File: config.mk
export PLATFORM = sky130hd
export DESIGN_NAME = prefix_shared_code_decoder
export DESIGN_NICKNAME = d
export VERILOG_FILES = /design/src/rtl/scd_pkg.sv /design/src/rtl/scd_ctrl.sv /design/src/rtl/scd_datapath.sv /design/src/rtl/prefix_shared_code_decoder.sv
export SDC_FILE = /design/constraint.sdc
export NUM_CORES = 1
export LEC_CHECK = 0
export BUFFER_PORTS_ARGS = -buffer_cell sky130_fd_sc_hd__buf_2
export CORE_ASPECT_RATIO = 1.1
export CORE_MARGIN = 5
export CORE_UTILIZATION = 30
export CTS_CLUSTER_DIAMETER = 60
export DETAILED_ROUTE_END_ITERATION = 8
export SYNTH_ARGS = -nofsm -noshare
export SYNTH_HDL_FRONTEND = slang
export SYNTH_SLANG_ARGS = --single-unit
File: constraint.sdc
create_clock -name clk -period 22 [get_ports clk]
set_input_delay 2.2 -clock clk [delete_from_list [all_inputs] [get_ports clk]]
set_output_delay 2.2 -clock clk [all_outputs]
set_load 0.005 [all_outputs]
File: src/rtl/scd_pkg.sv
// scd_pkg: shared types, constants and helpers of the prefix-shared code decoder.
// No dependencies; used by scd_ctrl, scd_datapath and prefix_shared_code_decoder.
package scd_pkg;

  localparam int MAX_ENTRIES_DEF = 16;

  localparam int BYTE_W     = 8;
  localparam int POS_W      = 4;
  localparam int LEN_W      = 5;
  localparam int ENTRY_W    = 5;
  localparam int CNT_W      = 32;
  localparam int VAL_W      = 9;
  localparam int SUM_W      = 8;
  localparam int CFG_IDX_W  = 2;
  localparam int CFG_DATA_W = 32;

  localparam logic [CFG_IDX_W-1:0] CFG_CODE_LENGTH  = 2'd0;
  localparam logic [CFG_IDX_W-1:0] CFG_FIRST_RECORD = 2'd1;
  localparam logic [CFG_IDX_W-1:0] CFG_LAST_RECORD  = 2'd2;

  localparam logic [LEN_W-1:0] CODE_LENGTH_RST  = 5'd16;
  localparam logic [CNT_W-1:0] FIRST_RECORD_RST = 32'd1;
  localparam logic [CNT_W-1:0] LAST_RECORD_RST  = 32'hFFFF_FFFF;

  // b/17 == (b*241) >> 12 for every 8-bit b
  localparam int DIV17_MUL   = 241;
  localparam int DIV17_SHIFT = 12;
  localparam int DIV17_PW    = 16;

  typedef enum logic {
    ST_IDLE,
    ST_EMIT
  } state_t;

  typedef struct packed {
    logic take_byte;
    logic emit_start;
    logic emit_load;
  } cmd_t;

  typedef struct packed {
    logic fin_emit;
    logic out_free;
    logic emit_last;
  } status_t;

  // len*(len+1)/2, at most 136 for len <= 16
  function automatic logic [SUM_W-1:0] tri_num(input logic [LEN_W-1:0] len);
    logic [2*LEN_W:0] prod;
    prod = {6'b0, len} * ({6'b0, len} + 11'd1);
    return prod[SUM_W:1];
  endfunction

endpackage

File: src/rtl/scd_ctrl.sv
// scd_ctrl: controller of the decoder, byte intake and entry emission sequencing.
// Depends on scd_pkg (state_t, cmd_t, status_t).
module scd_ctrl (
  input  logic             clk,
  input  logic             rst_n,
  input  logic             in_valid,
  output logic             in_ready,
  input  scd_pkg::status_t status,
  output scd_pkg::cmd_t    cmd
);

  scd_pkg::state_t state_r, state_nxt;

  always_ff @(posedge clk) begin
    if (!rst_n) begin
      state_r <= scd_pkg::ST_IDLE;
    end else begin
      state_r <= state_nxt;
    end
  end

  always_comb begin
    state_nxt      = state_r;
    in_ready       = 1'b0;
    cmd.take_byte  = 1'b0;
    cmd.emit_start = 1'b0;
    cmd.emit_load  = 1'b0;
    unique case (state_r)
      scd_pkg::ST_IDLE: begin
        in_ready = rst_n;
        if (in_valid && rst_n) begin
          cmd.take_byte = 1'b1;
          if (status.fin_emit) begin
            cmd.emit_start = 1'b1;
            state_nxt      = scd_pkg::ST_EMIT;
          end
        end
      end
      scd_pkg::ST_EMIT: begin
        if (status.out_free) begin
          cmd.emit_load = 1'b1;
          if (status.emit_last) begin
            state_nxt = scd_pkg::ST_IDLE;
          end
        end
      end
    endcase
  end

endmodule

File: src/rtl/scd_datapath.sv
// scd_datapath: config registers, entry store, record state, sum and output register.
// Depends on scd_pkg; driven by scd_ctrl through cmd_t / status_t.
module scd_datapath #(
  parameter int MAX_ENTRIES = scd_pkg::MAX_ENTRIES_DEF
) (
  input  logic                             clk,
  input  logic                             rst_n,
  input  logic                             cfg_valid,
  input  logic [scd_pkg::CFG_IDX_W-1:0]    cfg_index,
  input  logic [scd_pkg::CFG_DATA_W-1:0]   cfg_data,
  input  logic [scd_pkg::BYTE_W-1:0]       in_byte,
  input  scd_pkg::cmd_t                    cmd,
  output scd_pkg::status_t                 status,
  input  logic                             out_ready,
  output logic                             out_valid,
  output logic [scd_pkg::CNT_W-1:0]        out_record_number,
  output logic [scd_pkg::POS_W-1:0]        out_entry_index,
  output logic signed [scd_pkg::VAL_W-1:0] out_entry_value,
  output logic                             out_last_entry
);

  localparam int IDX_W = (MAX_ENTRIES > 1) ? $clog2(MAX_ENTRIES) : 1;
  localparam logic [scd_pkg::LEN_W-1:0] MAX_LEN = scd_pkg::LEN_W'(MAX_ENTRIES);

  logic [scd_pkg::LEN_W-1:0]   code_length_r;
  logic [scd_pkg::CNT_W-1:0]   first_record_r;
  logic [scd_pkg::CNT_W-1:0]   last_record_r;

  logic [scd_pkg::ENTRY_W-1:0] store_r [MAX_ENTRIES];
  logic [scd_pkg::POS_W-1:0]   fill_r;
  logic                        expect_r;
  logic [scd_pkg::CNT_W-1:0]   cnt_r;
  logic [scd_pkg::POS_W-1:0]   emit_pos_r;
  logic [scd_pkg::SUM_W-1:0]   sum_r;

  logic                        out_valid_r;
  logic [scd_pkg::CNT_W-1:0]   out_rec_r;
  logic [scd_pkg::POS_W-1:0]   out_idx_r;
  logic [scd_pkg::VAL_W-1:0]   out_val_r;
  logic                        out_last_r;

  logic [scd_pkg::LEN_W-1:0]      len, len_m1, drop_ext, off;
  logic [scd_pkg::DIV17_PW-1:0]   prod17;
  logic [scd_pkg::POS_W-1:0]      drop, pos_p1;
  logic [scd_pkg::LEN_W:0]        pos_ext, len_ext;
  logic                           hdr_fin, dat_fin, finish, wr_hi, wr_lo, in_win;
  logic [scd_pkg::CNT_W-1:0]      cnt_eff;
  logic [IDX_W-1:0]               wr_idx_hi, wr_idx_lo, rd_idx;
  logic [scd_pkg::ENTRY_W-1:0]    rd_entry, nib_hi, nib_lo;
  logic [scd_pkg::SUM_W-1:0]      last_v, val8;
  logic                           emit_last;

  // configuration, ready whenever out of reset
  always_ff @(posedge clk) begin
    if (!rst_n) begin
      code_length_r  <= scd_pkg::CODE_LENGTH_RST;
      first_record_r <= scd_pkg::FIRST_RECORD_RST;
      last_record_r  <= scd_pkg::LAST_RECORD_RST;
    end else if (cfg_valid) begin
      unique case (cfg_index)
        scd_pkg::CFG_CODE_LENGTH:  code_length_r  <= cfg_data[scd_pkg::LEN_W-1:0];
        scd_pkg::CFG_FIRST_RECORD: first_record_r <= cfg_data;
        scd_pkg::CFG_LAST_RECORD:  last_record_r  <= cfg_data;
        default: ;
      endcase
    end
  end

  always_comb begin
    if (code_length_r == '0) begin
      len = scd_pkg::LEN_W'(1);
    end else if (code_length_r > MAX_LEN) begin
      len = MAX_LEN;
    end else begin
      len = code_length_r;
    end
    len_m1 = len - scd_pkg::LEN_W'(1);

    // header: drop = byte / 17
    prod17   = {8'b0, in_byte} * scd_pkg::DIV17_PW'(scd_pkg::DIV17_MUL);
    drop     = prod17[scd_pkg::DIV17_SHIFT +: scd_pkg::POS_W];
    drop_ext = {1'b0, drop};
    off      = (drop_ext > len_m1) ? '0 : len_m1 - drop_ext;
    hdr_fin  = (off >= len_m1);

    // nibble pair
    pos_ext = {2'b0, fill_r};
    len_ext = {1'b0, len};
    wr_hi   = (pos_ext + 6'd1) < len_ext;
    wr_lo   = (pos_ext + 6'd2) < len_ext;
    dat_fin = (pos_ext + 6'd2) >= {1'b0, len_m1};
    pos_p1  = fill_r + 4'd1;
    wr_idx_hi = fill_r[IDX_W-1:0];
    wr_idx_lo = pos_p1[IDX_W-1:0];
    nib_hi  = {1'b0, in_byte[7:4]} + 5'd1;
    nib_lo  = {1'b0, in_byte[3:0]} + 5'd1;

    finish  = expect_r ? hdr_fin : dat_fin;
    cnt_eff = expect_r ? cnt_r + 32'd1 : cnt_r;
    in_win  = (cnt_eff >= first_record_r) && (cnt_eff <= last_record_r);

    // emission
    rd_idx    = emit_pos_r[IDX_W-1:0];
    rd_entry  = store_r[rd_idx];
    emit_last = ({1'b0, emit_pos_r} == len_m1);
    last_v    = scd_pkg::tri_num(len) - sum_r;
    val8      = emit_last ? last_v : {3'b0, rd_entry};

    status.fin_emit  = finish && in_win;
    status.out_free  = !out_valid_r || out_ready;
    status.emit_last = emit_last;
  end

  always_ff @(posedge clk) begin
    if (cmd.take_byte && !expect_r) begin
      if (wr_hi) begin
        store_r[wr_idx_hi] <= nib_hi;
      end
      if (wr_lo) begin
        store_r[wr_idx_lo] <= nib_lo;
      end
    end
  end

  always_ff @(posedge clk) begin
    if (!rst_n) begin
      fill_r     <= '0;
      expect_r   <= 1'b1;
      cnt_r      <= '0;
      emit_pos_r <= '0;
      sum_r      <= '0;
    end else begin
      if (cmd.take_byte) begin
        cnt_r <= cnt_eff;
        if (finish) begin
          fill_r   <= '0;
          expect_r <= 1'b1;
        end else if (expect_r) begin
          fill_r   <= off[scd_pkg::POS_W-1:0];
          expect_r <= 1'b0;
        end else begin
          fill_r <= fill_r + 4'd2;
        end
      end
      if (cmd.emit_start) begin
        emit_pos_r <= '0;
        sum_r      <= '0;
      end else if (cmd.emit_load) begin
        emit_pos_r <= emit_last ? '0 : emit_pos_r + 4'd1;
        sum_r      <= sum_r + {3'b0, rd_entry};
      end
    end
  end

  always_ff @(posedge clk) begin
    if (!rst_n) begin
      out_valid_r <= 1'b0;
    end else if (cmd.emit_load) begin
      out_valid_r <= 1'b1;
    end else if (out_ready) begin
      out_valid_r <= 1'b0;
    end
  end

  always_ff @(posedge clk) begin
    if (cmd.emit_load) begin
      out_rec_r  <= cnt_r;
      out_idx_r  <= emit_pos_r;
      out_val_r  <= {val8, 1'b0};
      out_last_r <= emit_last;
    end
  end

  assign out_valid         = out_valid_r;
  assign out_record_number = out_rec_r;
  assign out_entry_index   = out_idx_r;
  assign out_entry_value   = out_val_r;
  assign out_last_entry    = out_last_r;

  a_hdr_pos_zero: assert property (@(posedge clk) disable iff (!rst_n)
    expect_r |-> fill_r == '0)
    else $error("fill position not cleared while waiting for a header");

  a_emit_in_range: assert property (@(posedge clk) disable iff (!rst_n)
    cmd.emit_load |-> {1'b0, emit_pos_r} <= len_m1)
    else $error("emit position beyond record length");

  a_last_flag: assert property (@(posedge clk) disable iff (!rst_n)
    cmd.emit_load && emit_last |=> out_valid_r && out_last_r)
    else $error("final entry not flagged");

  a_no_take_emit: assert property (@(posedge clk) disable iff (!rst_n)
    cmd.emit_load |-> !cmd.take_byte)
    else $error("byte taken during emission");

endmodule

File: src/rtl/prefix_shared_code_decoder.sv
// Prefix-shared code decoder: header/nibble byte stream in, doubled record entries out.
// Each request is taken while idle; a request that completes a record inside the
// window then blocks input while its L entries (L = record length) leave,
// one per cycle through the output register, slower if out_ready stalls.
// The first entry goes through ST_EMIT, then the output register. rst_n (sync) clears
// config to defaults and record state, ready is low in reset; the entry store is left as is.
module prefix_shared_code_decoder #(
  parameter int MAX_ENTRIES = scd_pkg::MAX_ENTRIES_DEF
) (
  input  logic                             clk,
  input  logic                             rst_n,
  input  logic                             cfg_valid,
  output logic                             cfg_ready,
  input  logic [scd_pkg::CFG_IDX_W-1:0]    cfg_index,
  input  logic [scd_pkg::CFG_DATA_W-1:0]   cfg_data,
  input  logic                             in_valid,
  output logic                             in_ready,
  input  logic [scd_pkg::BYTE_W-1:0]       in_byte_in,
  output logic                             out_valid,
  input  logic                             out_ready,
  output logic [scd_pkg::CNT_W-1:0]        out_record_number,
  output logic [scd_pkg::POS_W-1:0]        out_entry_index,
  output logic signed [scd_pkg::VAL_W-1:0] out_entry_value,
  output logic                             out_last_entry
);

  scd_pkg::cmd_t    cmd;
  scd_pkg::status_t status;

  assign cfg_ready = rst_n;

  scd_ctrl u_ctrl (
    .clk      (clk),
    .rst_n    (rst_n),
    .in_valid (in_valid),
    .in_ready (in_ready),
    .status   (status),
    .cmd      (cmd)
  );

  scd_datapath #(
    .MAX_ENTRIES (MAX_ENTRIES)
  ) u_datapath (
    .clk               (clk),
    .rst_n             (rst_n),
    .cfg_valid         (cfg_valid),
    .cfg_index         (cfg_index),
    .cfg_data          (cfg_data),
    .in_byte           (in_byte_in),
    .cmd               (cmd),
    .status            (status),
    .out_ready         (out_ready),
    .out_valid         (out_valid),
    .out_record_number (out_record_number),
    .out_entry_index   (out_entry_index),
    .out_entry_value   (out_entry_value),
    .out_last_entry    (out_last_entry)
  );

endmodule
==> flow_metrics.py, run 1 <==
metrics = {
    "clock_tree": {
        "cts_hold_buf": 0,
        "clockBufferDepth": 3,
        "cts_resized": 0,
        "numCtsBuffers": 35,
        "clkSinkCount": 249,
        "tritoncts": "built",
        "clockRootBuffer": "clkbuf_16",
        "postCtsSetupBuffers": 0,
        "h-tree-depth": 2,
        "path_clk_slew_ns": 0.06,
        "insertion_delay_ns": 0.55,
    },
    "sta": {
        "drv_slew": 0,
        "finalCriticalPeriod_ns": 8.31,
        "fmax_ghz": 0.120,
        "whs_ns": 0.470,
        "rsz0062_at_grt": "no",
        "worst_slew_pin_slew_ns": 1.25,
        "fin_setup_tns_ns": 0,
        "skew_ns": 0.0332,
        "max-slew-margin-rel_pct": 16.1,
        "hold_viol_final": 0,
        "setup_viol": 0,
        "fin_crit_sh_pct": 37.8,
    },
    "logic_synthesis": {
        "synth_seq_cells": 249,
        "yosysWarnings": 0,
        "synth_edf_count": 125,
        "synth_ff_type": "edfxtp_1",
        "yosys.cell_types.count": 67,
        "yosysSeqAreaShare_pct": 39.9,
        "syn_area_mm2": 0.0156,
        "synthCells": 1533,
        "synthArstFlopShare_pct": 0,
        "synthTopCellsByArea": "edfxtp_1, dfxtp_1, ha_1",
        "synth_largest_area_cell": "edfxtp_1",
        "syn_area_per_cell_um2": 10.2,
        "yosysTopAreaCellShare_pct": 24.0,
    },
    "drt": {
        "drc_errors": 0,
        "num_vias": 11100,
        "drt_iter0_drc": 553,
        "drt-total-wl_mm": 39.0,
        "ant_nets": 0,
        "dr.pass1.iters": 5,
        "viasPerCell": 4.86,
        "drt-wirelength-per-cell_um": 17.0,
    },
    "placement": {
        "dpl-instance-area_mm2": 0.0167,
        "hpwl_mm": 28.3,
        "gp_congestion": 0.849,
        "port_buffers": 94,
    },
    "cells_and_area": {
        "syn_to_final_growth_pct": 14.1,
        "final_common_cell": "nand2_1",
        "antennaDiodeCount": 0,
        "layout.nets": 1840,
        "final_cell_mix": "nand2_1, ha_1, inv_1, edfxtp_1, dfxtp_1",
        "drive_gt1_share_pct": 15.1,
        "fin_util_pct": 34.7,
        "design_area_mm2": 0.0178,
    },
    "global_route": {
        "grt_pass1_wl_mm": 62.2,
        "grtUsageTotal_pct": 13.7,
        "grt_overflow": 0,
        "grt_pass1_vias": 11600,
        "antenna_found_initial": 2,
        "grt_max_degree": 112,
    },
    "power": {
        "ir_drop_v": 0.0000605,
        "p_leak_uw": 0.00765,
        "power.total_uw": 1320,
        "pwr_density_cell_mw_per_mm2": 74.2,
    },
    "worst_setup_path": {
        "required_ns": 22.37,
        "worstPathMaxFanout": 20,
        "rr_worst_depth": 20,
        "start_kind": "input port",
        "arrival_ns": 8.69,
        "end_kind": "flop",
        "worstSetupPathType": "in2reg",
    },
    "floorplanning": {
        "start_util_pct": 30.4,
        "dieHeight_um": 249,
        "coreArea_mm2": 0.0515,
        "die_w_um": 228,
        "ioPinCount": 96,
        "rows": 87,
        "dieArea_mm2": 0.0568,
    },
    "run": {
        "cap_violations": 0,
    },
    "status": {
        "status": "completed",
    },
    "min_path": {
        "hp-class": "reg2reg",
        "hold_depth": 2,
    },
}
==> metrics by stage <==
stage	setup WS, ns	cells
after global routing	13.21	2292
after detailed placement	13.14	2229
after global placement	13.29	2229
final	13.69	2292
after CTS	13.70	2292
after floorplan	13.51	1535
==> power breakdown <==
part | internal (µW) | switching (µW)
Clock | 322 | 228
Sequential | 504 | 15.4
Combinational | 110 | 144
==> state kept, by name, summed over array words and instances, names as in the netlist, named ones only <==
signal                        flops
u_ctrl.state_r                    1
u_datapath.first_record_r        32
u_datapath.emit_pos_r             4
u_datapath.out_entry_value        8
u_datapath.out_valid              1
u_datapath.out_record_number     32
u_datapath.out_entry_index        4
u_datapath.sum_r                  8
u_datapath.cnt_r                 32
u_datapath.fill_r                 4
u_datapath.store_r               80
u_datapath.last_record_r         32
u_datapath.expect_r               1
u_datapath.code_length_r          5
u_datapath.out_last_entry         1
==> metal layers <==
| metal | up-vias | global-route usage, % | wire length [µm] |
|---|---|---|---|
| met5 | - | 0 | 27 |
| met2 | 230 | 23.7 | 19200 |
| met3 | 75 | 2.86 | 2020 |
| met4 | 4 | 4.78 | 1230 |
| met1 | 5364 | 16.9 | 16500 |
| li1 | 5471 | - | - |
==> synth_stat cells (7+ instances only) <==
cell and n:
nand2_1 169, ha_1 166, inv_1 146, edfxtp_1 125
dfxtp_1 124, mux2i_1 70, clkbuf_1 65, nor2_1 63
xnor2_1 59, o21ai_0 49, a21oi_1 45, a21boi_0 44
o211ai_1 38, nand3_1 37, fa_1 28, and2_1 27
xor2_1 27, mux4_2 25, or2_2 23, mux2_2 19
nor2b_1 19, nor3_1 18, nand4_1 16, or3_1 14
and3_1 13, o21a_1 13, nand2b_1 12, a211oi_1 9
a21o_1 7
==> path summary, 6_finish.rpt <==
kind	start	end	slack, ns
setup / recovery	in_byte_in[0]	u_datapath.emit_pos_r[3]	13.69
hold / removal	u_datapath.first_record_r[2]	u_datapath.first_record_r[2]	0.47
setup reg to reg	u_datapath.code_length_r[1]	u_datapath.out_entry_value[8]	15.88
hold reg to reg	u_datapath.first_record_r[2]	u_datapath.first_record_r[2]	0.47
==> cells by family (layout without fill, tap and decap cells) <==
logic type / after synthesis / after routing / synth area share, %
XOR/XNOR: 86 / 86 / 4.82
AO/OA/AOI/OAI: 226 / 226 / 9.59
adder cells (fa/ha/maj): 194 / 194 / 16.9
buffers and inverters: 225 / 315 / 5.66
AND/OR/NAND/NOR: 437 / 437 / 13.7
multiplexers: 114 / 114 / 9.45
flip-flops: 249 / 249 / 39.9
other: 2 / 4 / 0.0480
==> layout make-up <==
class	count	area (µm²)
clock buffer	40	895
fill	5186	33600
inverter	148	556
sequential	249	6240
multi-input combinational	1061	8540
timing repair buffer	104	548
clock inverter	23	230
tap	667	835
==> critical path, stage by stage <==
cell and delay [ns]:
buf_2 0.22, fa_1 0.58, inv_1 0.08, fa_1 0.49, inv_1 0.05, fa_1 0.43
ha_1 0.30, ha_1 0.28, and3_1 0.17, a31o_2 0.23, a21oi_1 0.24, o31ai_1 0.17
o21a_1 0.21, or2_2 0.33, ha_1 0.29, a21o_1 0.18, a21o_1 0.21, a21boi_0 0.28
nor2_1 0.12, ha_1 0.31, nand2_1 0.05, o21ai_0 0.15, nand3_1 0.10, nand4b_1 0.13
nand4_1 0.16, o41ai_2 0.40, buf_4 0.24, a311oi_1 0.07
(Power assumes the default switching activity.)
==> run 2, diff against run 1 <==
- clock period: 22 -> 7.65 ns (I/O delays scaled with it)
==> run 2 against run 1 <==
Against the previous run:
- sequential share of layout area stayed put
- clock skew is 0.0051 ns lower
- flip-flop and latch count stayed put
- power grew to 2.9 times the previous value
- critical path depth stayed put
- register-to-register slack worse by 14 ns
- wire length is 0.56% lower
- via count hardly changed
- core utilization stayed put
- clock power grew to 2.8 times the previous value
- critical path type unchanged
- largest cell class unchanged
- highest routed layer unchanged
==> flow_metrics.py, run 2 (synthesis gave the netlist of run 1 again) <==
metrics = {
    "worst_setup_path": {
        "worstSetupPathType": "in2reg",
        "critical_path_buf_inv_count": 4,
        "slowest_stage": "fa_1",
        "r2r_start": "u_datapath.code_length_r[1]",
        "regToRegSetupSlack_ns": 1.45,
        "r2r_end": "u_datapath.out_entry_value[8]",
        "path_common_cell": "ha_1",
        "max_stage_delay_ns": 0.53,
        "rr_worst_depth": 20,
        "arrival_ns": 7.01,
        "start_kind": "input port",
        "required_ns": 8.02,
        "crit_family": "adder cells",
        "crit_cells": 28,
        "startpoint": "in_byte_in[0]",
        "worstPathMaxFanout": 12,
        "end_kind": "flop",
        "worstSetupEndpoint": "u_datapath.emit_pos_r[3]",
    },
    "drt": {
        "drt_iter0_drc": 603,
        "drt-total-wl_mm": 38.7,
        "drc_errors": 0,
        "viasPerCell": 4.85,
        "num_vias": 11100,
        "ant_nets": 0,
        "dr.pass1.iters": 5,
        "drt-wirelength-per-cell_um": 16.9,
    },
    "sta": {
        "drv_slew": 0,
        "worst_slew_pin_slew_ns": 1.20,
        "whs_ns": 0.464,
        "skew_ns": 0.0281,
        "finalCriticalPeriod_ns": 6.64,
        "hold_viol_final": 0,
        "fmax_ghz": 0.151,
        "rsz0062_at_grt": "no",
        "fin_crit_sh_pct": 86.8,
        "max-slew-margin-rel_pct": 19.2,
        "fin_setup_tns_ns": 0,
        "setup_viol": 0,
    },
    "global_route": {
        "grt_pass1_vias": 11500,
        "grt_max_degree": 112,
        "grtUsageTotal_pct": 13.6,
        "grt_overflow": 0,
        "antenna_found_initial": 2,
        "grt_pass1_wl_mm": 61.9,
    },
    "clock_tree": {
        "insertion_delay_ns": 0.54,
        "clockBufferDepth": 3,
        "clockRootBuffer": "clkbuf_16",
        "path_clk_slew_ns": 0.05,
        "numCtsBuffers": 35,
        "postCtsSetupBuffers": 0,
        "cts_resized": 0,
        "cts_hold_buf": 0,
        "tritoncts": "built",
        "h-tree-depth": 2,
        "clkSinkCount": 249,
    },
    "power": {
        "power.total_uw": 3780,
        "p_int_uw": 2700,
        "p_sw_uw": 1080,
        "ir_drop_v": 0.000114,
        "pwr_density_cell_mw_per_mm2": 212,
        "clkPwrFrac_pct": 41.2,
        "switching_share_pct": 28.7,
        "seqPwrFrac_pct": 39.6,
        "p_leak_uw": 0.00765,
        "combPwrFrac_pct": 19.2,
    },
    "run": {
        "cap_violations": 0,
    },
    "floorplanning": {
        "start_util_pct": 30.4,
        "coreArea_mm2": 0.0515,
        "dieArea_mm2": 0.0568,
        "dieHeight_um": 249,
        "ioPinCount": 96,
        "die_w_um": 228,
        "rows": 87,
    },
    "placement": {
        "hpwl_mm": 28.2,
        "port_buffers": 94,
        "dp.cells": 2231,
        "gp_congestion": 0.836,
    },
    "min_path": {
        "hold_depth": 3,
        "hp-class": "in2reg",
    },
    "status": {
        "status": "completed",
    },
    "cells_and_area": {
        "final_common_cell": "nand2_1",
        "finalNonFillerCells": 2295,
        "antennaDiodeCount": 0,
        "fin_util_pct": 34.7,
        "largest_reg_flops": 80,
        "final_cell_mix": "nand2_1, ha_1, inv_1, edfxtp_1, dfxtp_1",
        "largest-register": "u_datapath.store_r",
        "drive_gt1_share_pct": 15.2,
        "layout.nets": 1842,
        "syn_to_final_growth_pct": 14.1,
    },
}
## run 2: cell types whose count changed in the layout (fill, tap and decap cells not counted)
cell | before | now
bufinv_16 | 2 | 1
clkinv_8 | 3 | 1
buf_4 | 11 | 13
clkbuf_1 | 5 | 8
inv_6 | 1 | 4
clkinv_2 | 4 | 6
clkinv_4 | 2 | 1
clkinv_1 | 5 | 3
clkbuf_16 | 35 | 37
inv_8 | 3 | 0
## run 2: power groups by stage
stage | Clock [µW] | Sequential, µW | Combinational [µW]
final | 1560 | 1500 | 726
after global routing | 1660 | 1500 | 836
after CTS | 1600 | 1500 | 735
after detailed placement | 0 | 1520 | 726
after global placement | 0 | 1520 | 711
after floorplan | 0 | 1500 | 550
## run 2: final cells by class
cell class | instances | area (µm²)
Clock buffer | 45 | 956
Clock inverter | 19 | 154
Fill cell | 5165 | 33600
Inverter | 148 | 556
Multi-Input combinational cell | 1061 | 8540
Sequential cell | 249 | 6240
Tap cell | 667 | 835
Timing Repair Buffer | 106 | 563
## run 2: stage by stage
step	instance area, µm²	worst slack (ns)
after floorplan	15600	0.596
final	17800	1.01
after global placement	16700	0.515
after detailed placement	16700	0.437
after CTS	17800	0.969
after global routing	17800	0.663
## run 2: how the worst min path moves through the flow
| stage | slack (ns) | end | startpoint |
|---|---|---|---|
| 2_1_floorplan | 0.40 | u_datapath.out_record_number[9] | u_datapath.cnt_r[9] |
| 3_3_place_gp | 0.46 | u_datapath.first_record_r[22] | u_datapath.first_record_r[22] |
| 3_5_place_dp | 0.46 | u_datapath.first_record_r[30] | u_datapath.first_record_r[30] |
| 4_1_cts | 0.44 | u_datapath.last_record_r[14] | cfg_data[14] |
| 5_1_grt | 0.47 | u_datapath.last_record_r[26] | cfg_data[26] |
| 6_report | 0.46 | u_datapath.last_record_r[25] | cfg_data[25] |
## run 2: worst register-to-register path, delay by kind of cell (launching register included)
kind                     cells  cell delay, ns
AND/OR/NAND/NOR              5            1.48
buffers and inverters        2            0.10
multiplexers                 1            0.15
AO/OA/AOI/OAI                5            1.18
adder cells (fa/ha/maj)      7            2.79
flip-flops                   1            0.33
## run 2: routing by layer
layer  wire length [µm]  track usage [%]  up-vias
li1                   -                -     5472
met1              16600             17.0     5371
met2              19400             23.8      230
met3               1840             2.49       60
met4                917             3.86        2
met5                 20                0        -
==> run 3, diff against run 2 <==
- REMOVE_ABC_BUFFERS: default -> 1
==> run 3 against run 2 <==
Against the previous run:
- design area fell by 0.88%
- die area stayed put
- via count decreased by 0.19%
==> flow_metrics.py, run 3 (synthesis gave the netlist of run 1 again) <==
metrics = {
    "drt": {
        "drt-total-wl_mm": 38.7,
        "viasPerCell": 4.85,
        "ant_nets": 0,
        "drt-wirelength-per-cell_um": 16.9,
        "drc_errors": 0,
        "drt_iter0_drc": 699,
        "dr.pass1.iters": 4,
        "num_vias": 11100,
    },
    "global_route": {
        "grt_overflow": 0,
        "grt_pass1_wl_mm": 61.1,
        "antenna_found_initial": 0,
        "grt_util_met1_pct": 17.8,
        "grt_pass1_vias": 11100,
        "grt_use_met3_pct": 2.00,
        "met2_usage_pct": 22.9,
        "grtUsageTotal_pct": 13.3,
        "grt.busiest_layer": "met2",
        "grt_max_degree": 79,
    },
    "sta": {
        "rsz0062_at_grt": "no",
        "fin_setup_tns_ns": 0,
        "finalCriticalPeriod_ns": 6.79,
        "hold_viol_final": 0,
        "setup_viol": 0,
        "fmax_ghz": 0.147,
        "fin_crit_sh_pct": 88.8,
        "drv_slew": 0,
        "max-slew-margin-rel_pct": 20.0,
        "worst_slew_pin_slew_ns": 1.19,
        "layout_setup_ws_ns": 0.858,
        "skew_ns": 0.0160,
    },
    "power": {
        "ir_drop_v": 0.000174,
        "p_leak_uw": 0.00758,
        "pwr_density_cell_mw_per_mm2": 202,
        "p_int_uw": 2540,
        "p_sw_uw": 1040,
        "switching_share_pct": 29.0,
        "power.total_uw": 3570,
        "clkPwrFrac_pct": 37.7,
        "seqPwrFrac_pct": 41.8,
        "combPwrFrac_pct": 20.5,
    },
    "worst_setup_path": {
        "worstSetupPathType": "in2reg",
        "regToRegSetupSlack_ns": 1.50,
        "rr_worst_depth": 20,
        "worstPathMaxFanout": 12,
        "start_kind": "input port",
        "required_ns": 8.07,
        "arrival_ns": 7.21,
        "end_kind": "flop",
    },
    "clock_tree": {
        "clockBufferDepth": 3,
        "cts_hold_buf": 0,
        "h-tree-depth": 1,
        "path_clk_slew_ns": 0.06,
        "numCtsBuffers": 31,
        "insertion_delay_ns": 0.58,
        "tritoncts": "built",
        "clockRootBuffer": "clkbuf_16",
        "cts_resized": 0,
        "clkSinkCount": 249,
        "postCtsSetupBuffers": 0,
    },
    "floorplanning": {
        "coreArea_mm2": 0.0515,
        "start_util_pct": 30.4,
        "rows": 87,
        "die_w_um": 228,
        "ioPinCount": 96,
        "dieArea_mm2": 0.0568,
        "dieHeight_um": 249,
    },
    "cells_and_area": {
        "final_common_cell": "nand2_1",
        "drive_gt1_share_pct": 14.9,
        "final_cell_mix": "nand2_1, ha_1, inv_1, edfxtp_1, dfxtp_1",
        "largest_reg_flops": 80,
        "syn_to_final_growth_pct": 13.1,
        "layout.nets": 1840,
        "largest-register": "u_datapath.store_r",
        "design_area_mm2": 0.0177,
    },
    "status": {
        "status": "completed",
    },
    "placement": {
        "gp_congestion": 0.863,
        "dpl-instance-area_mm2": 0.0167,
        "pre_cts_slack_ns": 0.320,
        "port_buffers": 94,
        "hpwl_mm": 28.4,
    },
    "min_path": {
        "hp-class": "in2reg",
        "hold_depth": 3,
    },
    "run": {
        "cap_violations": 0,
    },
}
## run 3: layout make-up
type                            count  area, µm²
Clock inverter                     15        100
Multi-Input combinational cell   1061       8540
Tap cell                          667        835
Inverter                          148        556
Sequential cell                   249       6240
Fill cell                        5171      33800
Timing Repair Buffer              108        576
Antenna cell                        1       2.50
Clock buffer                       43        841
## run 3: per-stage QoR
| step | hold WS, ns | util, % | instances |
|---|---|---|---|
| finish | 0.426 | 34.3 | 2292 |
| detailed placement | 0.459 | 32.5 | 2233 |
| floorplan | 0.443 | - | 1458 |
| CTS | 0.388 | 34.3 | 2291 |
| global placement | 0.451 | 32.5 | 2233 |
| global route | 0.421 | 34.3 | 2291 |
## run 3: worst paths after layout
check                                             startpoint                             to
worst min register to register  u_datapath.first_record_r[6]   u_datapath.first_record_r[6]
worst max register to register   u_datapath.code_length_r[2]  u_datapath.out_entry_value[8]
worst min-delay path                            cfg_data[13]   u_datapath.last_record_r[13]
worst max-delay path                           in_byte_in[0]       u_datapath.emit_pos_r[3]
## run 3: metal layers
metal / routed length [µm] / vias up
li1: - / 5464
met1: 17100 / 5386
met2: 18800 / 220
met3: 2060 / 44
met4: 629 / 0
met5: 0 / -
## run 3: power groups by stage
stage | Clock (µW) | Sequential [µW] | Combinational [µW]
floorplan | 0 | 1510 | 521
global placement | 0 | 1520 | 707
detailed placement | 0 | 1520 | 727
CTS | 1390 | 1500 | 736
global route | 1450 | 1500 | 839
finish | 1350 | 1500 | 733
## run 3: worst max-delay path, cell delays in order
cell      delay [ns]
buf_2           0.13
fa_1            0.54
inv_1           0.07
fa_1            0.48
inv_1           0.05
fa_1            0.43
ha_1            0.32
ha_1            0.28
and3_1          0.18
a31o_2          0.24
a21oi_1         0.19
o31ai_1         0.15
o21a_1          0.21
or2_2           0.32
ha_1            0.29
a21o_1          0.18
a21o_1          0.21
a21boi_0        0.32
nor2_1          0.13
ha_1            0.31
nand2_1         0.05
o21ai_0         0.20
nand3_1         0.12
nand4b_1        0.17
nand4_1         0.21
o41ai_2         0.38
buf_4           0.23
a311oi_1        0.07
